<file path="src/rtl/skt_pkg.sv">
// ----------------------------------------------------------------------------
// skt_pkg: shared types and constants for the sorted key table
// Holds the table size, the record layout, the operation and status codes,
// and the control and flag bundles that pass between the controller and cells.
// ----------------------------------------------------------------------------
package skt_pkg;

   // Table size and field widths.
   localparam int CAPACITY = 64;
   localparam int IDX_W    = 6;
   localparam int COUNT_W  = 7;
   localparam int KEY_W    = 32;
   localparam int QTR_W    = 16;
   localparam int SUM_W    = 18;

   // Operation codes carried on the request channel.
   typedef enum logic [1:0] {
      OP_INSERT   = 2'd0,
      OP_DELETE   = 2'd1,
      OP_FIND_KEY = 2'd2,
      OP_FIND_SUM = 2'd3
   } op_type;

   // Status codes carried on the response channel.
   typedef enum logic [1:0] {
      STATUS_OK      = 2'd0,
      STATUS_DUP     = 2'd1,
      STATUS_MISSING = 2'd2,
      STATUS_FULL    = 2'd3
   } status_type;

   // One table record.
   typedef struct packed {
      logic [KEY_W-1:0]   key;
      logic [4*QTR_W-1:0] counts;
      logic [SUM_W-1:0]   sum;
   } record_type;

   // Compare flags held in each cell and shifted toward position zero on a scan.
   typedef struct packed {
      logic hit;
      logic gt;
   } flag_type;

   // Broadcast control from the controller to every cell.
   typedef struct packed {
      logic             load;
      logic             by_sum;
      logic [KEY_W-1:0] want_key;
      logic [SUM_W-1:0] want_sum;
      logic             scan;
      logic             ins;
      logic             del;
      logic [IDX_W-1:0] pos;
      record_type       new_rec;
   } cell_ctrl_type;

endpackage

</file>
<file path="src/rtl/skt_cell.sv">
// ----------------------------------------------------------------------------
// skt_cell: one position of the sorted key table
// Stores one record and its compare flags. On an insert or delete the record
// moves one place along the chain; during a scan the flags move toward zero.
// ----------------------------------------------------------------------------
module skt_cell (
   input  logic                        clock,
   input  logic [skt_pkg::IDX_W-1:0]   my_pos,
   input  skt_pkg::cell_ctrl_type      ctrl,
   input  skt_pkg::record_type         left_rec,
   input  skt_pkg::record_type         right_rec,
   input  skt_pkg::flag_type           right_flags,
   output skt_pkg::record_type         rec,
   output skt_pkg::flag_type           flags
);

   skt_pkg::record_type rec_ff, rec_in;
   skt_pkg::flag_type   flags_ff, flags_in;

   // Record movement: open a gap on insert, close it on delete.
   always_comb begin
      rec_in = rec_ff;
      if (ctrl.ins) begin
         if (my_pos == ctrl.pos) begin
            rec_in = ctrl.new_rec;
         end else if (my_pos > ctrl.pos) begin
            rec_in = left_rec;
         end
      end else if (ctrl.del) begin
         if (my_pos >= ctrl.pos) begin
            rec_in = right_rec;
         end
      end
   end

   // Flags are computed when a beat is taken and shift down while scanning.
   always_comb begin
      flags_in = flags_ff;
      if (ctrl.load) begin
         flags_in.hit = ctrl.by_sum ? (rec_ff.sum == ctrl.want_sum)
                                    : (rec_ff.key == ctrl.want_key);
         flags_in.gt  = rec_ff.key > ctrl.want_key;
      end else if (ctrl.scan) begin
         flags_in = right_flags;
      end
   end

   always_ff @(posedge clock) begin
      rec_ff   <= rec_in;
      flags_ff <= flags_in;
   end

   assign rec   = rec_ff;
   assign flags = flags_ff;

endmodule

</file>
<file path="config.mk">
export PLATFORM = sky130hd
export DESIGN_NAME = skt_cell
export DESIGN_NICKNAME = d
export VERILOG_FILES = /design/src/rtl/skt_pkg.sv /design/src/rtl/skt_cell.sv
export SDC_FILE = /design/constraint.sdc
export NUM_CORES = 1
export LEC_CHECK = 0
export ABC_AREA = 1
export ABC_CLOCK_PERIOD_IN_PS = 12800
export BUFFER_PORTS_ARGS = -buffer_cell sky130_fd_sc_hd__buf_2
export CAP_MARGIN = 20
export CORE_AREA = 2 2 205 207
export DETAILED_ROUTE_END_ITERATION = 8
export DIE_AREA = 0 0 207 209
export GPL_TIMING_DRIVEN = 0
export PLACE_DENSITY = 0.49
export SLEW_MARGIN = 30
export SYNTH_ARGS = -nofsm -noshare
export SYNTH_HDL_FRONTEND = slang
export SYNTH_SLANG_ARGS = --single-unit
</file>
<file path="constraint.sdc">
create_clock -name clock -period 12.8 [get_ports clock]
set_input_delay 1.92 -clock clock [delete_from_list [all_inputs] [get_ports clock]]
set_output_delay 1.92 -clock clock [all_outputs]
set_load 0.01 [all_outputs]
</file>
After elaboration in Yosys (flattened, before gate mapping)
Cells that the tools add are included.
{ "word_totals": {"regBits": 116, "in_bits": 412, "elab_cells": 24} }
{ "op_classes": {"magnitude_cmp": 3, "n_eq_ne": 4, "muxes": 8, "reduce_logical": 4} }
{ "op_table": {"columns": ["operator", "count"], "rows": [
  ["$mux W114", 5],
  ["$eq A32 B32 Y1", 1],
  ["$gt A32 B32 Y1", 1],
  ["$eq A18 B18 Y1", 1],
  ["$eq A6 B6 Y1", 1],
  ["$ge A6 B6 Y1", 1],
  ["$gt A6 B6 Y1", 1],
  ["$reduce_bool A2 Y1", 3],
  ["$mux W2", 2],
  ["$ne A3 B1 Y1 const B", 1],
  ["$reduce_and A3 Y1", 1],
  ["$mux W1", 1]
]} }

Logic depth before layout (Yosys ltp)
Gate-level depths: netlist (run 1).
{ "logic_depth": {"word_depth": 4, "ltp_mapped": 15} }

Worst setup path before layout (run 1)
OpenSTA, ideal clock, no wires.
{ "synth_path": {"kind": "input to register", "start": "in ctrl[119] (netlist bit)", "end": "reg rec_ff, in the netlist rec[0] (enable)", "setup_ns": 0.655, "arrival_time_ns": 9.047, "required_ns": 12.145, "setup_slack_ns": 3.098, "cell_stages": 7, "path_buffers": 1, "path_cell_list": "inv_1 ha_1 nand2_1 nor2_4 nand3_2 clkbuf_1 a31oi_1"} }
{ "synth_via": {"elab_chain_cells": 3, "word_cells_on_any_way": 6, "cone_classes": "order compare: 2; eq/ne: 2; reduce/logical: 2"} }
{ "synth_rtl": {"columns": ["item", "line", "text"], "rows": [
  ["start: declaration", "skt_cell.sv:9", "input skt_pkg::cell_ctrl_type ctrl,"],
  ["$gt A6 B6 Y1 (tied with other cells)", "skt_cell.sv:26", "end else if (my_pos > ctrl.pos) begin"],
  ["$ne A3 B1 Y1 (no line) / $reduce_bool A2 Y1 (equally long branches)", null, null],
  ["$reduce_and A3 Y1 (no line) *", null, null],
  ["end signal: assignment", "skt_cell.sv:49", "rec_ff <= rec_in;"],
  ["end: declaration", "skt_cell.sv:17", "skt_pkg::record_type rec_ff, rec_in;"]
]} }
Mark *: on every way between the ends. The rest lies on a longest branch, timed or not.
A chain may end at the register's enable or synchronous reset.

Worst setup path after layout (run 1)
{ "layout_path": {"start": "in ctrl[119] (netlist bit)", "end": "reg rec_ff, in the netlist rec[82] (enable)"} }
The elaborated chain is that of the path after synthesis.

==> flow_summary.json, run 1 <==
{
  "groute.usage.overall_pct": 18.31,
  "whs_ns": 0.9811,
  "maxCapViolCount": 0,
  "avgSynthCellArea_um2": 8.466,
  "syn-num-nets": 1330,
  "core_um2": 41290,
  "start_kind": "input pin",
  "grt_pass1_vias": 9396,
  "synth_largest_area_cell": "edfxtp_1",
  "syn_to_final_growth_pct": 54.87,
  "clock_skew_ns": 0.008547,
  "cp.arrival_ns": 4.49,
  "clkPwrFrac_pct": 36.5,
  "cp.required_ns": 12.93,
  "die_height_um": 209,
  "power.internal_mw": 0.9623,
  "clk_path_buf_depth": 2,
  "yosysTopAreaCellShare_pct": 46.76,
  "timing.final.setup_violations": 0,
  "fmax_mhz": 229.2,
  "drv_slew": 0,
  "drc": 0,
  "ctsResizeCount": 0,
  "synth_cell_types": 26,
  "path_max_fanout": 18,
  "avgRoutedWirePerCell_um": 20.62,
  "fp.dieW_um": 207,
  "cts_setup_buffers": 0,
  "hpwl_um": 33060,
  "outcome": "completed",
  "grt_setup_unrepaired": "no",
  "grt_max_degree": 19,
  "fp-row-count": 75,
  "syn_area_um2": 7450,
  "ys.warnings.count": 0,
  "cts_made_buffers": 17,
  "swShare_pct": 31.41,
  "start_util_pct": 18.04,
  "path_clk_slew_ns": 0.05,
  "cts.htree.levels": 4,
  "yosys-top-cells-area": "edfxtp_1, a21oi_1, nand4_1",
  "antenna_found_initial": 12,
  "period_share_pct": 34.09,
  "grt_pass1_wl_um": 58530,
  "drt-total-wl_um": 41020,
  "irDropWorstVdd_v": 0.00008843,
  "cts_tree": "yes",
  "setup_tns_ns": 0,
  "final_nets": 1882,
  "clockRootBuffer": "clkbuf_16",
  "end_kind": "flop",
  "gp_congestion": 0.9576,
  "grt_remaining_overflow": 0,
  "hold_violations": 0,
  "place_ws_ns": 7.893,
  "relSlewSlack_pct": 40.19,
  "seq_power_share_pct": 37.0,
  "power_density_nw_per_um2": 121.6,
  "dr.pass1.iters": 7,
  "ant_nets": 0,
  "holdBufCountCts": 0,
  "yosysSeqAreaShare_pct": 46.76,
  "p_leak_nw": 5.216,
  "switching_power_mw": 0.4406,
  "worst_slack_ns": 8.437,
  "dieArea_um2": 43260,
  "cts.sinks": 116,
  "path_class": "in -> reg",
  "worst_pin_slew_ns": 0.8971,
  "ios": 528,
  "drt_iter0_drc": 567,
  "postLayoutCoreUtil_pct": 27.94,
  "clock_latency_ns": 0.43,
  "min_period_ns": 4.363,
  "ys_seq_elements": 116,
  "via_per_inst": 4.571,
  "port-buffer-count": 526,
  "total_power_mw": 1.403,
  "via_count": 9092,
  "combPwrFrac_pct": 26.5,
  "final_layout_size_suffix_gt1_share_pct": 40.48,
  "hold_path_class": "reg -> reg",
  "syn_inst": 880
}
-- critical path, cell delays in order --
cell and delay (ns):
buf_2 0.08, inv_1 0.04, ha_1 0.28, nand2_1 0.10
nor2_4 0.33, nand3_2 0.32, clkbuf_1 0.36, a31oi_4 0.42
buf_16 0.21, buf_8 0.20, buf_8 0.20
-- per-layer routing --
| layer | vias up | routed length (um) | share of wire (%) | global-route usage (%) |
|---|---|---|---|---|
| met4 | 8 | 1383 | 3.4 | 7.808 |
| met1 | 4251 | 16760 | 41 | 21.55 |
| met3 | 71 | 3124 | 7.6 | 5.425 |
| met5 | - | 55 | 0.13 | 0 |
| li1 | 4301 | - | - | - |
| met2 | 461 | 19690 | 48 | 30.98 |
-- through the flow --
step	area (um2)	cells
after global placement	10760	1945
final	11540	1989
after floorplan	7450	880
after CTS	11520	1984
after detailed placement	10930	1952
after global routing	11530	1988
-- cells by family after synthesis --
| kind of cell | synth area share (%) |
|---|---|
| xor+xnor | 1.058 |
| flops | 46.76 |
| compound gates | 17.03 |
| simple gates | 21.04 |
| fa+ha+maj | 6.382 |
| buf+inv | 7.726 |
-- power groups by stage --
stage	clock (mW)	combinational [mW]	sequential (mW)
floorplan	0	0.132	0.563
finish	0.512	0.372	0.519
detailed placement	0	0.373	0.528
global placement	0	0.358	0.544
global route	0.541	0.408	0.526
CTS	0.527	0.375	0.521
-- area by class of cell --
class	instances	area, um2
clock inverters	12	161.4
diodes	5	12.51
multi-input cells	626	3406
plain buffers	75	339.1
flip-flops and latches	116	3483
fillers	4564	29750
clock buffers	20	436.7
inverters	63	236.5
well taps	539	674.4
repair buffers	533	2788
-- sequential cells by signal (all words and copies together), names as in the netlist --
signal	count
rec	114
flags	2
-- Yosys cell counts, drive strengths merged --
cell type and count:
a21oi 241, nor2 135, nand4 118, edfxtp 116, inv 62, nand2 57
clkbuf 48, ha 38, buf 27, nand3 9, or2 5, xnor2 5
nor3 4, o21ai 4, xor2 4, a21o 2, a211oi 1, a31oi 1
clkinv 1, o21a 1, o22ai 1
-- cells in the final DEF (no fill, tap or decap) --
cell	count
buf_2	539
a21o_1	2
a21oi_1	241
clkinv_1	5
buf_1	8
ha_1	38
nand3_1	8
buf_16	4
clkinvlp_4	1
xor2_1	4
xnor2_1	5
buf_6	5
a31oi_4	1
a211oi_1	1
nor2_4	1
buf_8	3
nor2_1	134
clkinv_2	2
nor3_1	4
nand4_1	118
o21a_1	1
clkbuf_1	51
edfxtp_1	116
nand2_1	57
o21ai_0	4
clkbuf_16	17
o22ai_1	1
nand3_2	1
clkinv_4	1
inv_1	62
diode_2	5
bufinv_16	4
or2_2	5
buf_4	1
-- path summary, 6_finish.rpt --
path / startpoint / end / depth (start not counted) / slack [ns]
hold reg to reg: rec[97] / flags[0] / 9 / 0.98
hold / removal: rec[97] / flags[0] / 9 / 0.98
setup / recovery: ctrl[119] / rec[82] / 11 / 8.44
setup reg to reg: rec[103] / flags[0] / 10 / 10.86
(Power assumes the default switching activity.)
==> run 2: changes to the inputs <==
--- a/config.mk
+++ b/config.mk
@@ -6,14 +6,14 @@
 export NUM_CORES = 1
 export LEC_CHECK = 0
 export ABC_AREA = 1
-export ABC_CLOCK_PERIOD_IN_PS = 12800
+export ABC_CLOCK_PERIOD_IN_PS = 3670
 export BUFFER_PORTS_ARGS = -buffer_cell sky130_fd_sc_hd__buf_2
 export CAP_MARGIN = 20
-export CORE_AREA = 2 2 205 207
+export CORE_AREA = 2 2 203 205
 export DETAILED_ROUTE_END_ITERATION = 8
-export DIE_AREA = 0 0 207 209
+export DIE_AREA = 0 0 205 207
 export GPL_TIMING_DRIVEN = 0
-export PLACE_DENSITY = 0.49
+export PLACE_DENSITY = 0.51
 export SLEW_MARGIN = 30
 export SYNTH_ARGS = -nofsm -noshare
 export SYNTH_HDL_FRONTEND = slang
==> constraint.sdc (replaced) <==
create_clock -name clock -period 3.67 [get_ports clock]
set_input_delay 0.5505 -clock clock [delete_from_list [all_inputs] [get_ports clock]]
set_output_delay 0.5505 -clock clock [all_outputs]
set_load 0.01 [all_outputs]
==> run 2 against run 1 <==
Effect of this change: combinational power rose to 3.5 times the previous value; register-to-register slack worse by 9.2 ns; via count grew 0.25%; utilization up 0.71 points; worst hold slack got worse by 0.56 ns; non-clock buffer count did not move; clock skew down 0.0025 ns; critical path type unchanged; largest cell class unchanged.
==> flow_summary.json, run 2 (synthesis gave the netlist of run 1 again) <==
{
  "outcome": "completed",
  "syn_to_final_growth_pct": 55.24,
  "grt_pass1_vias": 9158,
  "hpwl_um": 31590,
  "ctsResizeCount": 0,
  "start_util_pct": 18.45,
  "power_density_nw_per_um2": 410.6,
  "cts_tree": "yes",
  "maxCapViolCount": 0,
  "fp.dieW_um": 205,
  "worst_pin_slew_ns": 0.8494,
  "worstHoldStart": "right_flags[1]",
  "rr_worst_depth": 10,
  "cp.arrival_ns": 3.14,
  "groute.usage.overall_pct": 17.81,
  "final_layout_size_suffix_gt1_share_pct": 41.51,
  "r2r-start": "rec[113]",
  "antenna_found_initial": 7,
  "grt_setup_unrepaired": "no",
  "final_common_cell": "buf_2",
  "end_kind": "flop",
  "via_count": 9115,
  "avgRoutedWirePerCell_um": 19.79,
  "setup_tns_ns": 0,
  "path_max_fanout": 17,
  "n_fill_cell": 4475,
  "cts.sinks": 116,
  "total_power_mw": 4.749,
  "p_leak_nw": 5.214,
  "irDropWorstVdd_v": 0.0003071,
  "largest_reg_flops": 114,
  "path_clk_slew_ns": 0.05,
  "path_class": "in -> reg",
  "dr.pass1.iters": 6,
  "period_share_pct": 81.62,
  "hold_path_class": "in -> reg",
  "place_ws_ns": 0.07718,
  "min_period_ns": 2.995,
  "core_um2": 40370,
  "timing.final.setup_violations": 0,
  "ios": 528,
  "grt_pass1_wl_um": 55540,
  "port-buffer-count": 526,
  "drc": 0,
  "cp.required_ns": 3.82,
  "hold_violations": 0,
  "via_per_inst": 4.611,
  "crit_path_start": "ctrl[117]",
  "start_kind": "input pin",
  "fmax_mhz": 333.8,
  "hold-path-cell-count": 3,
  "clockRootBuffer": "clkbuf_16",
  "fp-row-count": 74,
  "final_nets": 1882,
  "drt-total-wl_um": 39120,
  "die_height_um": 207,
  "clock_skew_ns": 0.006069,
  "drt_iter0_drc": 760,
  "worst_slack_ns": 0.6746,
  "dieArea_um2": 42440,
  "grt_max_degree": 20,
  "layout.cells.most_common_list": "buf_2, a21oi_1, nor2_1, nand4_1, edfxtp_1",
  "gp_congestion": 0.9412,
  "ant_nets": 0,
  "clk_path_buf_depth": 2,
  "cts_made_buffers": 17,
  "cts_setup_buffers": 0,
  "drv_slew": 0,
  "relSlewSlack_pct": 42.94,
  "holdBufCountCts": 0,
  "cts.htree.levels": 4,
  "grt_remaining_overflow": 0,
  "clock_latency_ns": 0.44
}
-- run 2: metrics by stage --
step	util, %	area [um2]	hold slack, ns	instances
after global placement	26.93	10870	0.8682	1938
after detailed placement	27.29	11020	0.8645	1945
after global routing	28.65	11560	0.4097	1977
after floorplan	-	7575	0.7360	880
after CTS	28.64	11560	0.3878	1975
final	28.65	11560	0.4217	1977
-- run 2: path summary, 6_finish.rpt --
path / end / slack (ns)
worst max-delay path: rec[66] / 0.67
worst min-delay path: flags[1] / 0.42
worst max register to register: flags[0] / 1.69
worst min register to register: flags[1] / 0.96
-- run 2: power breakdown --
part           internal, mW  total, mW  switching [mW]
Combinational         0.521       1.30           0.784
Clock                 0.974       1.61           0.637
Sequential             1.72       1.83           0.115
Total                  3.21       4.75            1.54
-- run 2: worst max-delay path, stage by stage --
cell,delay [ns]
buf_2,0.16
inv_12,0.03
ha_4,0.27
nand2_4,0.05
nor2_4,0.35
nand3_4,0.23
clkbuf_8,0.23
a31oi_4,0.48
buf_16,0.23
buf_16,0.16
buf_8,0.19
buf_16,0.17
-- run 2: metal layers --
layer | global-route usage (%) | share of wire [%] | vias up
met5 | 0 | 0.077 | -
met2 | 31.17 | 49 | 497
met1 | 20.46 | 39 | 4256
li1 | - | - | 4297
met4 | 5.855 | 2.4 | 4
met3 | 5.491 | 9.0 | 61
-- run 2: cell type report --
type | count | area [um2] | share of cell area [%]
sequential | 116 | 3483 | 30.12
multi-input combinational | 626 | 3478 | 30.08
timing repair buffer | 533 | 2775 | 24.00
tap | 532 | 665.6 | 5.756
clock buffer | 17 | 425.4 | 3.678
buffer | 75 | 356.6 | 3.083
inverter | 63 | 256.5 | 2.218
clock inverter | 13 | 118.9 | 1.028
antenna | 2 | 5.005 | 0.04328
